## src/rtl/core/ldip_pkg.sv

```systemverilog
// ----------------------------------------------------------------------------
// ldip_pkg
// Types and constants shared by the dither interleave packer modules.
// ----------------------------------------------------------------------------
package ldip_pkg;

  localparam int unsigned CHAN_W   = 8;
  localparam int unsigned GRB_W    = 24;
  localparam int unsigned STREAM_W = 48;
  localparam int unsigned WORD_W   = 32;
  localparam int unsigned CARRY_W  = 16;
  localparam int unsigned SUB_W    = 3;
  localparam int unsigned CNT_W    = 4;
  localparam int unsigned ADDR_W   = 3;
  localparam int unsigned DATA_W   = 32;

  // Register index as decoded from paddr[2].
  localparam logic REG_SUBFRAME = 1'b0;

  typedef struct packed {
    logic [STREAM_W-1:0] stream;
    logic                frame_end;
  } ldip_entry_t;

  typedef struct packed {
    logic not_full;
    logic not_empty;
  } ldip_q_stat_t;

  typedef enum logic {
    BK_FIRST,
    BK_SECOND
  } ldip_bk_state_t;

  // One channel shows base+1 when its count exceeds the subframe, saturating at 255.
  function automatic logic [CHAN_W-1:0] dither_chan(
    logic [CHAN_W-1:0] base,
    logic [CNT_W-1:0]  cnt,
    logic [SUB_W-1:0]  sub
  );
    logic [CHAN_W-1:0] res;
    res = base;
    if ((cnt > {1'b0, sub}) && (base != {CHAN_W{1'b1}})) begin
      res = base + CHAN_W'(1);
    end
    return res;
  endfunction

endpackage

```

## src/rtl/core/ldip_in_if.sv

```systemverilog
// ----------------------------------------------------------------------------
// ldip_in_if
// Input channel: one LED pair per beat with its subframe counts.
// ----------------------------------------------------------------------------
interface ldip_in_if;
  logic        valid;
  logic        ready;
  logic [7:0]  string_a_green;
  logic [7:0]  string_a_red;
  logic [7:0]  string_a_blue;
  logic [7:0]  string_b_green;
  logic [7:0]  string_b_red;
  logic [7:0]  string_b_blue;
  logic [11:0] fractions_a;
  logic [11:0] fractions_b;
  logic        frame_end;

  modport source (
    output valid, string_a_green, string_a_red, string_a_blue,
           string_b_green, string_b_red, string_b_blue,
           fractions_a, fractions_b, frame_end,
    input  ready
  );

  modport sink (
    input  valid, string_a_green, string_a_red, string_a_blue,
           string_b_green, string_b_red, string_b_blue,
           fractions_a, fractions_b, frame_end,
    output ready
  );
endinterface

```

## src/rtl/core/ldip_out_if.sv

```systemverilog
// ----------------------------------------------------------------------------
// ldip_out_if
// Result channel: one packed 32-bit word per beat.
// ----------------------------------------------------------------------------
interface ldip_out_if;
  logic        valid;
  logic        ready;
  logic [31:0] out_word;
  logic        last_word;

  modport source (
    output valid, out_word, last_word,
    input  ready
  );

  modport sink (
    input  valid, out_word, last_word,
    output ready
  );
endinterface

```

## src/rtl/core/led_dither_interleave_packer.sv

```systemverilog
// ----------------------------------------------------------------------------
// led_dither_interleave_packer
// Temporal dither of two LED strings, bit interleave and 32-bit word packing.
// ----------------------------------------------------------------------------
//   Channel   Port prefix   Direction   Beat
//   input     in_ch         sink        one LED pair with subframe counts
//   result    out_ch        source      one 32-bit packed word, last flag
//   config    p*            APB slave   subframe_number at byte address 0
//
// One word leaves the output register per cycle while out_ch does not stall.
// A pair gives one word, or two when half a word was held or the frame ends on
// it. The first word of a pair passes through the queue and then the output
// register before it is presented.
// Synchronous active-low reset clears the queue, carry and output valid.
// in_ch.ready drops only when the queue is full; out_ch stalls hold the word.
// ----------------------------------------------------------------------------
module led_dither_interleave_packer #(
  parameter int unsigned QUEUE_DEPTH = 2
) (
  input  logic                           clk,
  input  logic                           rst_n,
  ldip_in_if.sink                        in_ch,
  ldip_out_if.source                     out_ch,
  input  logic                           psel,
  input  logic                           penable,
  input  logic                           pwrite,
  input  logic [ldip_pkg::ADDR_W-1:0]    paddr,
  input  logic [ldip_pkg::DATA_W-1:0]    pwdata,
  output logic [ldip_pkg::DATA_W-1:0]    prdata,
  output logic                           pready
);

  logic [ldip_pkg::SUB_W-1:0] subframe_r, subframe_nxt;
  logic                       cfg_wr;
  logic                       push;
  logic                       pop;
  ldip_pkg::ldip_entry_t      push_entry;
  ldip_pkg::ldip_entry_t      head;
  ldip_pkg::ldip_q_stat_t     q_stat;

  assign pready = 1'b1;
  assign cfg_wr = psel && penable && pwrite && pready;

  always_comb begin
    subframe_nxt = subframe_r;
    if (cfg_wr && (paddr[2] == ldip_pkg::REG_SUBFRAME)) begin
      subframe_nxt = pwdata[ldip_pkg::SUB_W-1:0];
    end
    prdata = '0;
    if (paddr[2] == ldip_pkg::REG_SUBFRAME) begin
      prdata = {{(ldip_pkg::DATA_W - ldip_pkg::SUB_W){1'b0}}, subframe_r};
    end
  end

  always_ff @(posedge clk) begin
    if (!rst_n) begin
      subframe_r <= '0;
    end else begin
      subframe_r <= subframe_nxt;
    end
  end

  ldip_front u_front (
    .in_ch      (in_ch),
    .subframe   (subframe_r),
    .q_stat     (q_stat),
    .push       (push),
    .push_entry (push_entry)
  );

  ldip_queue #(
    .DEPTH (QUEUE_DEPTH)
  ) u_queue (
    .clk        (clk),
    .rst_n      (rst_n),
    .push       (push),
    .push_entry (push_entry),
    .pop        (pop),
    .head       (head),
    .q_stat     (q_stat)
  );

  ldip_back u_back (
    .clk    (clk),
    .rst_n  (rst_n),
    .head   (head),
    .q_stat (q_stat),
    .pop    (pop),
    .out_ch (out_ch)
  );

endmodule

```

## src/rtl/core/ldip_front.sv

```systemverilog
// ----------------------------------------------------------------------------
// ldip_front
// Accepts LED pairs, applies temporal dither and interleaves the two strings.
// ----------------------------------------------------------------------------
module ldip_front (
  ldip_in_if.sink                        in_ch,
  input  logic [ldip_pkg::SUB_W-1:0]     subframe,
  input  ldip_pkg::ldip_q_stat_t         q_stat,
  output logic                           push,
  output ldip_pkg::ldip_entry_t          push_entry
);

  logic [ldip_pkg::GRB_W-1:0] word_a;
  logic [ldip_pkg::GRB_W-1:0] word_b;

  assign in_ch.ready = q_stat.not_full;
  assign push        = in_ch.valid && q_stat.not_full;

  always_comb begin
    word_a = {ldip_pkg::dither_chan(in_ch.string_a_green, in_ch.fractions_a[11:8], subframe),
              ldip_pkg::dither_chan(in_ch.string_a_red,   in_ch.fractions_a[7:4],  subframe),
              ldip_pkg::dither_chan(in_ch.string_a_blue,  in_ch.fractions_a[3:0],  subframe)};
    word_b = {ldip_pkg::dither_chan(in_ch.string_b_green, in_ch.fractions_b[11:8], subframe),
              ldip_pkg::dither_chan(in_ch.string_b_red,   in_ch.fractions_b[7:4],  subframe),
              ldip_pkg::dither_chan(in_ch.string_b_blue,  in_ch.fractions_b[3:0],  subframe)};
  end

  // The second string's bit goes out ahead of the first string's bit.
  always_comb begin
    for (int j = 0; j < ldip_pkg::GRB_W; j++) begin
      push_entry.stream[2*j+1] = word_b[j];
      push_entry.stream[2*j]   = word_a[j];
    end
    push_entry.frame_end = in_ch.frame_end;
  end

endmodule

```

## src/rtl/core/ldip_queue.sv

```systemverilog
// ----------------------------------------------------------------------------
// ldip_queue
// Small FIFO of interleaved bit streams between the front and back parts.
// ----------------------------------------------------------------------------
module ldip_queue #(
  parameter int unsigned DEPTH = 2
) (
  input  logic                    clk,
  input  logic                    rst_n,
  input  logic                    push,
  input  ldip_pkg::ldip_entry_t   push_entry,
  input  logic                    pop,
  output ldip_pkg::ldip_entry_t   head,
  output ldip_pkg::ldip_q_stat_t  q_stat
);

  localparam int unsigned PTR_W = (DEPTH > 1) ? $clog2(DEPTH) : 1;
  localparam int unsigned CNT_W = $clog2(DEPTH + 1);

  ldip_pkg::ldip_entry_t entry_r [DEPTH];
  logic [PTR_W-1:0] wr_ptr_r, wr_ptr_nxt;
  logic [PTR_W-1:0] rd_ptr_r, rd_ptr_nxt;
  logic [CNT_W-1:0] count_r, count_nxt;

  assign q_stat.not_full  = (count_r != CNT_W'(DEPTH));
  assign q_stat.not_empty = (count_r != '0);
  assign head             = entry_r[rd_ptr_r];

  always_comb begin
    wr_ptr_nxt = wr_ptr_r;
    rd_ptr_nxt = rd_ptr_r;
    count_nxt  = count_r;
    if (push) begin
      wr_ptr_nxt = (wr_ptr_r == PTR_W'(DEPTH - 1)) ? '0 : wr_ptr_r + PTR_W'(1);
    end
    if (pop) begin
      rd_ptr_nxt = (rd_ptr_r == PTR_W'(DEPTH - 1)) ? '0 : rd_ptr_r + PTR_W'(1);
    end
    if (push && !pop) begin
      count_nxt = count_r + CNT_W'(1);
    end else if (pop && !push) begin
      count_nxt = count_r - CNT_W'(1);
    end
  end

  always_ff @(posedge clk) begin
    if (!rst_n) begin
      wr_ptr_r <= '0;
      rd_ptr_r <= '0;
      count_r  <= '0;
    end else begin
      wr_ptr_r <= wr_ptr_nxt;
      rd_ptr_r <= rd_ptr_nxt;
      count_r  <= count_nxt;
    end
  end

  always_ff @(posedge clk) begin
    if (push) begin
      entry_r[wr_ptr_r] <= push_entry;
    end
  end

  a_no_pop_empty: assert property (@(posedge clk) disable iff (!rst_n)
    pop |-> (count_r != '0))
    else $error("queue popped while empty");

  a_no_push_full: assert property (@(posedge clk) disable iff (!rst_n)
    push |-> (count_r != CNT_W'(DEPTH)))
    else $error("queue pushed while full");

endmodule

```

## src/rtl/core/ldip_back.sv

```systemverilog
// ----------------------------------------------------------------------------
// ldip_back
// Packs 48-bit streams into 32-bit words, holding 16 bits between pairs.
// ----------------------------------------------------------------------------
module ldip_back (
  input  logic                    clk,
  input  logic                    rst_n,
  input  ldip_pkg::ldip_entry_t   head,
  input  ldip_pkg::ldip_q_stat_t  q_stat,
  output logic                    pop,
  ldip_out_if.source              out_ch
);

  ldip_pkg::ldip_bk_state_t state_r, state_nxt;

  logic                          out_valid_r, out_valid_nxt;
  logic [ldip_pkg::WORD_W-1:0]   out_word_r, out_word_nxt;
  logic                          out_last_r, out_last_nxt;
  logic [ldip_pkg::WORD_W-1:0]   sec_word_r, sec_word_nxt;
  logic                          sec_last_r, sec_last_nxt;
  logic [ldip_pkg::CARRY_W-1:0]  carry_bits_r, carry_bits_nxt;
  logic                          carry_valid_r, carry_valid_nxt;
  logic                          load;

  assign out_ch.valid     = out_valid_r;
  assign out_ch.out_word  = out_word_r;
  assign out_ch.last_word = out_last_r;

  // The output register takes a new word when empty or when its beat is taken.
  assign load = !out_valid_r || out_ch.ready;

  always_comb begin
    state_nxt       = state_r;
    out_valid_nxt   = out_valid_r;
    out_word_nxt    = out_word_r;
    out_last_nxt    = out_last_r;
    sec_word_nxt    = sec_word_r;
    sec_last_nxt    = sec_last_r;
    carry_bits_nxt  = carry_bits_r;
    carry_valid_nxt = carry_valid_r;
    pop             = 1'b0;
    if (load) begin
      out_valid_nxt = 1'b0;
    end
    case (state_r)
      ldip_pkg::BK_SECOND: begin
        if (load) begin
          out_valid_nxt = 1'b1;
          out_word_nxt  = sec_word_r;
          out_last_nxt  = sec_last_r;
          state_nxt     = ldip_pkg::BK_FIRST;
        end
      end
      ldip_pkg::BK_FIRST: begin
        if (load && q_stat.not_empty) begin
          pop           = 1'b1;
          out_valid_nxt = 1'b1;
          out_last_nxt  = 1'b0;
          if (carry_valid_r) begin
            out_word_nxt    = {carry_bits_r, head.stream[47:32]};
            sec_word_nxt    = head.stream[31:0];
            sec_last_nxt    = head.frame_end;
            carry_valid_nxt = 1'b0;
            state_nxt       = ldip_pkg::BK_SECOND;
          end else begin
            out_word_nxt = head.stream[47:16];
            if (head.frame_end) begin
              // Flush the leftover half word padded with zeros.
              sec_word_nxt    = {head.stream[15:0], 16'h0000};
              sec_last_nxt    = 1'b1;
              carry_valid_nxt = 1'b0;
              state_nxt       = ldip_pkg::BK_SECOND;
            end else begin
              carry_bits_nxt  = head.stream[15:0];
              carry_valid_nxt = 1'b1;
            end
          end
        end
      end
      default: begin
        state_nxt = ldip_pkg::BK_FIRST;
      end
    endcase
  end

  always_ff @(posedge clk) begin
    if (!rst_n) begin
      state_r       <= ldip_pkg::BK_FIRST;
      out_valid_r   <= 1'b0;
      carry_valid_r <= 1'b0;
    end else begin
      state_r       <= state_nxt;
      out_valid_r   <= out_valid_nxt;
      carry_valid_r <= carry_valid_nxt;
    end
  end

  always_ff @(posedge clk) begin
    out_word_r   <= out_word_nxt;
    out_last_r   <= out_last_nxt;
    sec_word_r   <= sec_word_nxt;
    sec_last_r   <= sec_last_nxt;
    carry_bits_r <= carry_bits_nxt;
  end

  a_second_has_first: assert property (@(posedge clk) disable iff (!rst_n)
    (state_r == ldip_pkg::BK_SECOND) |-> out_valid_r)
    else $error("second word pending without a first word in the output register");

  a_no_carry_in_second: assert property (@(posedge clk) disable iff (!rst_n)
    !(carry_valid_r && (state_r == ldip_pkg::BK_SECOND)))
    else $error("carry held while a second word is pending");

  a_last_clears_carry: assert property (@(posedge clk) disable iff (!rst_n)
    (out_valid_r && out_last_r) |-> !carry_valid_r)
    else $error("frame ended with carry bits still held");

endmodule
```

## src/flat_wrapper.sv

```systemverilog
// flat-port wrapper written by rule: the top's interface ports become plain ports
module led_dither_interleave_packer_flat 
#(
  parameter int unsigned QUEUE_DEPTH = 2
)
  (clk, rst_n, psel, penable, pwrite, paddr, pwdata, prdata, pready, in_ch_valid, in_ch_string_a_green, in_ch_string_a_red, in_ch_string_a_blue, in_ch_string_b_green, in_ch_string_b_red, in_ch_string_b_blue, in_ch_fractions_a, in_ch_fractions_b, in_ch_frame_end, in_ch_ready, out_ch_valid, out_ch_out_word, out_ch_last_word, out_ch_ready);
  ldip_in_if in_ch_i ();
  ldip_out_if out_ch_i ();
  input  logic clk;
  input  logic rst_n;
  input  logic psel;
  input  logic penable;
  input  logic pwrite;
  input  logic [ldip_pkg::ADDR_W-1:0] paddr;
  input  logic [ldip_pkg::DATA_W-1:0] pwdata;
  output logic [ldip_pkg::DATA_W-1:0] prdata;
  output logic pready;
  input wire logic [$bits(in_ch_i.valid)-1:0] in_ch_valid;
  input wire logic [$bits(in_ch_i.string_a_green)-1:0] in_ch_string_a_green;
  input wire logic [$bits(in_ch_i.string_a_red)-1:0] in_ch_string_a_red;
  input wire logic [$bits(in_ch_i.string_a_blue)-1:0] in_ch_string_a_blue;
  input wire logic [$bits(in_ch_i.string_b_green)-1:0] in_ch_string_b_green;
  input wire logic [$bits(in_ch_i.string_b_red)-1:0] in_ch_string_b_red;
  input wire logic [$bits(in_ch_i.string_b_blue)-1:0] in_ch_string_b_blue;
  input wire logic [$bits(in_ch_i.fractions_a)-1:0] in_ch_fractions_a;
  input wire logic [$bits(in_ch_i.fractions_b)-1:0] in_ch_fractions_b;
  input wire logic [$bits(in_ch_i.frame_end)-1:0] in_ch_frame_end;
  output wire logic [$bits(in_ch_i.ready)-1:0] in_ch_ready;
  output wire logic [$bits(out_ch_i.valid)-1:0] out_ch_valid;
  output wire logic [$bits(out_ch_i.out_word)-1:0] out_ch_out_word;
  output wire logic [$bits(out_ch_i.last_word)-1:0] out_ch_last_word;
  input wire logic [$bits(out_ch_i.ready)-1:0] out_ch_ready;
  assign in_ch_i.valid = in_ch_valid;
  assign in_ch_i.string_a_green = in_ch_string_a_green;
  assign in_ch_i.string_a_red = in_ch_string_a_red;
  assign in_ch_i.string_a_blue = in_ch_string_a_blue;
  assign in_ch_i.string_b_green = in_ch_string_b_green;
  assign in_ch_i.string_b_red = in_ch_string_b_red;
  assign in_ch_i.string_b_blue = in_ch_string_b_blue;
  assign in_ch_i.fractions_a = in_ch_fractions_a;
  assign in_ch_i.fractions_b = in_ch_fractions_b;
  assign in_ch_i.frame_end = in_ch_frame_end;
  assign in_ch_ready = in_ch_i.ready;
  assign out_ch_valid = out_ch_i.valid;
  assign out_ch_out_word = out_ch_i.out_word;
  assign out_ch_last_word = out_ch_i.last_word;
  assign out_ch_i.ready = out_ch_ready;
  led_dither_interleave_packer #(.QUEUE_DEPTH(QUEUE_DEPTH)) u_core (.clk(clk), .rst_n(rst_n), .in_ch(in_ch_i), .out_ch(out_ch_i), .psel(psel), .penable(penable), .pwrite(pwrite), .paddr(paddr), .pwdata(pwdata), .prdata(prdata), .pready(pready));
endmodule
```

## config.mk

```make
export PLATFORM = sky130hd
export DESIGN_NAME = led_dither_interleave_packer_flat
export DESIGN_NICKNAME = d
export VERILOG_FILES = /design/src/rtl/core/ldip_pkg.sv /design/src/rtl/core/ldip_in_if.sv /design/src/rtl/core/ldip_out_if.sv /design/src/rtl/core/led_dither_interleave_packer.sv /design/src/rtl/core/ldip_front.sv /design/src/rtl/core/ldip_queue.sv /design/src/rtl/core/ldip_back.sv /design/src/flat_wrapper.sv
export SDC_FILE = /design/constraint.sdc
export NUM_CORES = 1
export LEC_CHECK = 0
export ABC_AREA = 1
export BUFFER_PORTS_ARGS = -buffer_cell sky130_fd_sc_hd__buf_2
export CAP_MARGIN = 20
export CORE_MARGIN = 3
export CORE_UTILIZATION = 58
export CTS_BUF_LIST = sky130_fd_sc_hd__clkbuf_8
export DETAILED_ROUTE_END_ITERATION = 8
export PLACE_DENSITY_LB_ADDON = 0.12
export SETUP_SLACK_MARGIN = 0.05
export SYNTH_ARGS = -nofsm -noshare
export SYNTH_HDL_FRONTEND = slang
export SYNTH_HIERARCHICAL = 1
export SYNTH_SLANG_ARGS = --single-unit
```

## constraint.sdc

```tcl
create_clock -name clk -period 3.8 [get_ports clk]
set_clock_uncertainty 0.1 [all_clocks]
set_input_delay 0.57 -clock clk [delete_from_list [all_inputs] [get_ports clk]]
set_output_delay 0.57 -clock clk [all_outputs]
set_load 0.02 [all_outputs]
```

==> results.md, run 1 <==
- The flow ran to the end, and the final reports show no timing, DRC or antenna violations.
- The initial antenna violation count came to 0.
- The number of primary I/O pins is about 180.
- Summed over all cells, the static leakage comes to roughly 5.0 nW.
- In this run the tightest slew margin relative to its limit is 0.311.
- The multi-input combinational cells in the finished layout cover a total of 0.00374 mm2.
- Summing internal, switching and leakage power gives 7.17 mW.
- Across the VDD grid, the largest voltage drop is 0.418 mV.
- For the pin with the worst max-slew slack, the measured transition is 1030 ps.
- In the synthesized netlist, the number of instances is 1002.
- The residual overflow from global routing is 0.
- The number of cells after detailed placement is 1323.
- The number of distinct library cells after synthesis is 32.
- In this run the critical register-to-register path is launched from u_core/subframe_r[2].
- Once detailed placement completed, the half-perimeter wirelength came to 13700 um.
- The minimum clock period is 2160 ps.
- The mean number of vias per cell is 5.13.
- The number of max-cap violations is 0.
- In the global route stage, met3 resource usage came out at 0.0343.
- The floorplan step defined a die boundary enclosing 0.0189 mm2.
- The H-tree was split into 4 levels.
- Clock-pin slew was measured on the worst setup and hold paths at 80 ps.
- The number of nets in the layout is 1262.
- In this run the critical register-to-register path is captured at u_core/u_queue/entry_r[1][7].
- At the worst endpoint, the required time is 3890 ps.
- The worst hold-check path type is primary input to register.
- Measured on the finished design, the core utilization comes to 0.660.
- For this design the ratio of total power to cell area is 648 mW/mm2.
- The initial core utilization is 0.599.
- The post-synthesis sequential element count is 191.
- The sequential cells in the finished layout cover a total of 0.00563 mm2.
- The latest clock arrival within the worst-skew pair is 440 ps.
- TritonCTS built the clock tree.
- The average instance in the mapped netlist occupies 10.0 um2.
- After the flow finishes, the layout carries non-filler instances totaling around 1400.
- After detailed routing, the average wire length per cell comes to 14.4 um.
- The final RePlAce weighted congestion is 0.826.
- For this run, global-route usage on met2 was measured as 0.350.
- The area of placed instances is roughly 0.011 mm2.
- The area growth from synthesis to final layout is 10.2%.
- Once detail routing completed, the nets flagged for antenna violations numbered 0.
- The overall routing resource usage is 0.212.
- After clock tree synthesis, the flow added hold-fix buffers numbering 0.
- The worst hold slack after final layout is 226 ps.
- Counting along the longest clock path gives a buffer depth of 2.
- The filler cell count in the final layout is roughly 1300.
- The repair_antennas step left the layout with diodes totalling 0.
- The ratio of cells with drive above 1 in the final layout is 0.218.
- The largest single stage delay on the critical path is 360 ps.
- The number of instances resized during post-cts repair is 0.
- The most used routing layer is met2.
- For this block, the initial DRC count from the detailed router was 427.
- Setup repair after global routing left no endpoint under its margin.
- The clock sink total is ~190.
- Walking the worst path, the cells encountered are inv_1 -> ha_1 -> nand2_1 -> nor3_1 -> nor2_2 -> nand2_4 -> nand2_1 -> nand2_1.
- The first detailed-routing pass took 5 iterations.
- The buffers inserted during post-CTS setup optimization is 0.
- The final-layout setup total negative slack is 0 ps.
- With fillers left out, the area of the finished cells amounts to 0.0111 mm2.
- The synthesized netlist occupies a cell area of 0.0100 mm2.
- The share of the cycle needed by the critical path after routing is 0.569.
- The height of the die is 138 um.
- Setup violations remaining at the end of the flow were counted as 0.
- The total count of max-transition violations in the final report is 0.
- The number of warnings reported in the yosys synthesis log is 6.
- The family with the most delay on the worst path is simple AND/OR/NAND/NOR gates.
- The biggest fanout along the worst timing path is 10.
- The worst setup slack for register-to-register paths is 1640 ps.
- From left edge to right edge, the die measures 138 um.
- Along the worst hold path, the cell count comes to 1.
- The total vias in the final route is about 7000.
- In the routed design, unresolved DRC markers number 0.
- The number of buffer cells added on primary ports is 121.
- The standard-cell row count is 47.
- Entering global routing, the biggest net connects 67 pins.
- The worst setup path is launched from a register.
- The cell with the largest stage delay on the worst path is sky130_fd_sc_hd__inv_1.
- The worst setup path is captured at a register.
- The via count of the first global-routing pass came to between 6000 and 7000.
- The first global-routing pass estimated 30500 um of wire.
- The maximum frequency from static timing analysis is approximately 0.46 GHz.
- The tree is rooted in a sky130_fd_sc_hd__clkbuf_8.
- The origin of the worst min-delay path is in_ch_frame_end.
- The number of cells traversed by the worst register-to-register path is 8.
- The number of buffers and inverters on the critical path is 1.
- The met1 track utilization from global routing is 0.282.
- The number of hold violations in the final report came to 0.
- The setup path with the least slack is of type register to register.
- After floorplanning, the core was sized to cover 0.0168 mm2.
- The total wire length after detailed routing is 19500 um.
- The hold path endpoint is u_core/u_queue/entry_r[1][0].
- After layout, the worst setup slack is 1640 ps.
- At the placement stage, the worst setup path has a slack of 1540 ps.
- The CTS buffer count is 17.
- The most numerous cell on the critical path is sky130_fd_sc_hd__nand2_1.
- The endpoint arrival time on the critical path is 2250 ps.
- The share of the Yosys chip area taken by registers is 0.560.
## cell usage in the layout, fill, tap and decap left out, types with 17 or more instances in the layout
cell type                  instances
sky130_fd_sc_hd__mux2_2           39
sky130_fd_sc_hd__nand2_1         294
sky130_fd_sc_hd__ha_1             25
sky130_fd_sc_hd__edfxtp_1        180
sky130_fd_sc_hd__clkbuf_8         17
sky130_fd_sc_hd__buf_2           121
sky130_fd_sc_hd__nand3_1          42
sky130_fd_sc_hd__inv_1            93
sky130_fd_sc_hd__conb_1           30
sky130_fd_sc_hd__nor2_1           82
sky130_fd_sc_hd__a21oi_1          71
## routing by layer
layer,up-vias,wire length (um)
li1,3529,-
met1,3196,8470
met2,213,9550
met3,18,1080
met4,0,425
met5,-,0
## worst max-delay path by stage
stage | startpoint | endpoint | depth (start not counted)
floorplan | in_ch_valid | u_core/u_queue/entry_r[0][0] | 4
global placement | out_ch_ready | u_core/u_back/out_ch.out_word[4] | 5
detailed placement | out_ch_ready | u_core/u_back/out_ch.out_word[4] | 5
CTS | u_core/subframe_r[0] | prdata[0] | 3
global route | u_core/subframe_r[2] | u_core/u_queue/entry_r[0][7] | 9
finish | u_core/subframe_r[2] | u_core/u_queue/entry_r[1][7] | 8
## sequential cells by signal (all words and copies together) (netlist names), 2 cells and up, named ones only
| register | flops |
|---|---|
| u_core/u_back/carry_bits_r | 16 |
| u_core/u_back/sec_word_r | 32 |
| u_core/subframe_r | 3 |
| u_core/u_queue/entry_r | 98 |
| u_core/u_back/out_ch.out_word | 32 |
| u_core/u_queue/count_r | 2 |
## worst register-to-register path, cell delays in order, from the launching register on
cell                      delay, ps
sky130_fd_sc_hd__dfxtp_1        330
sky130_fd_sc_hd__inv_1          360
sky130_fd_sc_hd__ha_1           340
sky130_fd_sc_hd__nand2_1         90
sky130_fd_sc_hd__nor3_1          60
sky130_fd_sc_hd__nor2_2         350
sky130_fd_sc_hd__nand2_4        120
sky130_fd_sc_hd__nand2_1         80
sky130_fd_sc_hd__nand2_1         70
## cells by family after synthesis
logic type	after synthesis	share of synthesized area
adders and majority gates	25	0.0312
other	2	0.000748
buffers and inverters	159	0.0793
AOI/OAI and AO/OA	84	0.0428
and+or+nand+nor	477	0.214
xor gates and xnor gates	15	0.0131
muxes	49	0.0587
DFF	191	0.560
## cell usage after synthesis
library cell                 n  area (um2)
sky130_fd_sc_hd__a21oi_1    72         360
sky130_fd_sc_hd__a31oi_1     1        6.26
sky130_fd_sc_hd__buf_2      15        75.1
sky130_fd_sc_hd__buf_4      38         285
sky130_fd_sc_hd__buf_6       2        22.5
sky130_fd_sc_hd__buf_8       2        30.0
sky130_fd_sc_hd__conb_1      2        7.51
sky130_fd_sc_hd__dfxtp_1    11         220
sky130_fd_sc_hd__edfxtp_1  180        5410
sky130_fd_sc_hd__ha_1       25         313
sky130_fd_sc_hd__inv_1      93         349
sky130_fd_sc_hd__inv_2       9        33.8
sky130_fd_sc_hd__mux2_2     39         439
sky130_fd_sc_hd__mux2_4     10         150
sky130_fd_sc_hd__nand2_1   294        1100
sky130_fd_sc_hd__nand2_2     4        25.0
sky130_fd_sc_hd__nand2_4     2        22.5
sky130_fd_sc_hd__nand3_1    42         210
sky130_fd_sc_hd__nand3_2     2        20.0
sky130_fd_sc_hd__nand3_4     6         105
sky130_fd_sc_hd__nand3b_1   11        82.6
sky130_fd_sc_hd__nand3b_4    3        60.1
sky130_fd_sc_hd__nand4_1    16         100
sky130_fd_sc_hd__nor2_1     83         312
sky130_fd_sc_hd__nor2_2      4        25.0
sky130_fd_sc_hd__nor2_4      5        56.3
sky130_fd_sc_hd__nor3_1      5        25.0
sky130_fd_sc_hd__o21ai_0     7        35.0
sky130_fd_sc_hd__o21ai_1     2        10.0
sky130_fd_sc_hd__o21ai_2     2        17.5
sky130_fd_sc_hd__xnor2_1     4        35.0
sky130_fd_sc_hd__xor2_1     11        96.3
## final cells by class
class	count	share of cell area
clock buffer	17	0.0211
timing repair buffer	130	0.0608
inverter	102	0.0346
clock inverter	15	0.0116
tap	220	0.0249
sequential	191	0.509
multi-input combinational	680	0.338
## report_power, final
part	internal (mW)	switching [mW]	total [mW]	leakage, nW
Clock	0.567	0.649	1.22	0.180
Combinational	0.853	1.76	2.61	3.03
Sequential	3.19	0.151	3.34	1.79
(Power assumes the default switching activity.)
==> run 2: changes to the inputs <==
Clock period 3.8 ns to 2.22 ns, I/O delays scaled along.
==> results.md, run 2 (synthesis gave the netlist of run 1 again) <==
- The total count of max-transition violations in the final report is 0.
- The number of design rule violations left after detail routing is 0.
- The total vias in the final route is between 7000 and 8000.
- For this design the ratio of total power to cell area is 1140 mW/mm2.
- Leaving out fill and tap cells, the most frequent cells in the layout are sky130_fd_sc_hd__nand2_1 (293), sky130_fd_sc_hd__edfxtp_1 (180), sky130_fd_sc_hd__buf_2 (121), sky130_fd_sc_hd__inv_1 (89), sky130_fd_sc_hd__nor2_1 (81).
- The run finished with clean final reports.
- On the worst path, the slowest cell contributes a delay of 370 ps.
- The initial antenna violation count is 0.
- Setup total negative slack on the finished layout was measured at 0 ps.
- The net count of the finished layout is 1280.
- Of all nets on the critical path, the largest fanout is 6.
- The commonest non-fill, non-tap cell in the layout is sky130_fd_sc_hd__nand2_1.
- Dividing the final minimum period by the clock period gives 0.918.
- Clock-pin slew was measured on the worst setup and hold paths at roughly 90 ps.
- The clock passes through at most 2 buffers.
- The die footprint is 0.0189 mm2.
- The overall routing resource usage is 0.216.
- For the worst setup path, the data required time is between 2000 and 2500 ps.
- After the first detailed-routing iteration, the DRC count stood at 584.
- Of the cells placed in the final design, the portion with a size suffix greater than 1 is 0.242.
- The number of max-cap violations is 0.
- Fill cells in the final layout number around 1300.
- The core area is approximately 0.017 mm2.
- The residual overflow from global routing is 0.
- In the final layout, the multi-input gates occupy 0.00378 mm2.
- Of the total power, combinational logic draws 0.364.
- Dividing the detail-routed via count by the number of cells gives 5.12.
- Dividing the detail-routed wire length by the instance count gives 15.0 um.
- u_core/u_queue/entry_r holds more flip-flops than any other register.
- Data on the critical path arrives at its endpoint at 2140 ps.
- In this run the power spent charging and discharging nets is 4.53 mW.
- The final RePlAce weighted congestion is ~0.84.
- The tightest min-delay check is of the primary input to register type.
- Across all register-to-register paths, the minimum setup slack is 180 ps.
- The flip-flop count of the largest register after layout is 98.
- The width of the die is about 140 um.
- The root buffer cell is sky130_fd_sc_hd__clkbuf_8.
- The cell with the largest stage delay on the worst path is sky130_fd_sc_hd__dfxtp_2.
- After layout, the minimum clock period comes to 2040 ps.
- The cell family contributing the most delay on the critical path is simple AND/OR/NAND/NOR gates.
- The number of hold violations in the final report was 0.
- The pin count of the biggest net entering global routing is 67.
- IR analysis of the VDD net gives a maximum drop of approximately 0.71 mV.
- The antenna diode count is 0.
- Based on the critical path, the design can be clocked at up to 0.490 GHz.
- Setup repair after global routing could not meet its margin everywhere.
- The area growth from synthesis to final layout is 14.1%.
- The number of buffer cells added on primary ports is 121.
- The area taken by flip-flops and latches is 0.00563 mm2.
- The count of buffering cells on the critical path with inverters included is 3.
- Walking the worst path, the cells encountered are clkinvlp_4 -> buf_12 -> ha_1 -> nand3_1 -> nand3_1 -> nand3_4 -> inv_1 -> nand2_1 -> nand2_1.
- The routed design has about 21000 um of wire.
- The clock sink total is roughly 190.
- Detailed placement ended at an HPWL of ~15000 um.
- The element type at the critical path end is a register.
- The sequential fraction of design power is 0.438.
- The via count of the first global-routing pass came to between 6000 and 7000.
- The worst setup path is launched from a register.
- The H-tree depth is 4.
- Of the total power, the clock network draws 0.198.
- Hold is met by 86.5 ps.
- TritonCTS built the clock tree.
- The height of the die is 138 um.
- The first-pass GRT wire length is slightly above 30000 um.
- The number of detailed-route iterations in the first pass is 7.
- Setup violations remaining at the end of the flow were counted as 0.
- The actual slew at the worst max-slew pin is just under 700 ps.
- The initial utilization of the core area, before any placement, comes to 0.599.
- Of the total power, the share spent switching nets is 0.346.
- The clock reaches the later pin of the worst-skew pair after between 400 and 500 ps.
- The number of primary I/O pins is 183.
- The worst setup path category is register to register.
- The number of nets still failing antenna checks after routing is 0.
- The analysis attributes to cell leakage a power of 5.18 nW.
- Cell internal power was estimated by the tool at 8.55 mW.
- Counting the buffers created by CTS gives 17.
- Measured against its own limit, the worst slew margin works out to 0.547.
- The standard-cell row count is 47.
[run 2: power by group through the flow]
stage                     clock network [mW]  registers, mW  logic, mW
after CTS                               2.63           5.73       4.76
after detailed placement                   0           5.82       4.73
after global routing                    2.77           5.82       5.22
final                                   2.59           5.72       4.76
after global placement                     0           5.78       4.66
after floorplan                            0           6.19       2.90
[run 2: layout make-up]
class / instances / area share
timing repair buffer: 147 / 0.0789
clock inverter: 11 / 0.0163
tap: 220 / 0.0240
sequential: 191 / 0.491
clock buffer: 21 / 0.0252
multi-input combinational: 681 / 0.330
inverter: 102 / 0.0341
[run 2: worst register-to-register path: cells and delay by family (launching register included)]
kind	cells	cell delay (ps)
AND/OR/NAND/NOR	5	580
flip-flops	1	370
buffers and inverters	3	420
adder cells (fa/ha/maj)	1	310
[run 2: per-layer routing]
layer  up-vias  global-route usage  part of all wire
met5         -                   0                 0
met4         0              0.0671             0.012
met3        17              0.0358             0.049
met2       218               0.363              0.50
met1      3226               0.290              0.44
li1       3573                   -                 -
[run 2: final timing paths]
kind | from | to | depth (start not counted)
setup reg to reg | u_core/subframe_r[2] | u_core/u_queue/entry_r[1][31] | 9
hold / removal | pwdata[2] | u_core/subframe_r[2] | 5
hold reg to reg | u_core/u_queue/rd_ptr_r | register | 2
setup / recovery | u_core/subframe_r[2] | u_core/u_queue/entry_r[1][31] | 9
[run 2: timing repair]
item	4_1_cts	5_1_grt
buffers inserted	0	6
endpoints found under the setup margin	0	50
gates resized for setup	0	11
hold endpoints to repair	2	0
hold buffers	1	0
[run 2: stage by stage]
stage | total power, mW | utilization | instance area [um2] | setup WS [ps] | cells
after floorplan | 9.09 | - | 10200 | 95.8 | 1030
after global placement | 10.4 | 0.648 | 10900 | 155 | 1333
after detailed placement | 10.6 | 0.648 | 10900 | 116 | 1333
after CTS | 13.1 | 0.677 | 11400 | 100 | 1366
after global routing | 13.8 | 0.684 | 11500 | 38.1 | 1373
final | 13.1 | 0.684 | 11500 | 181 | 1373
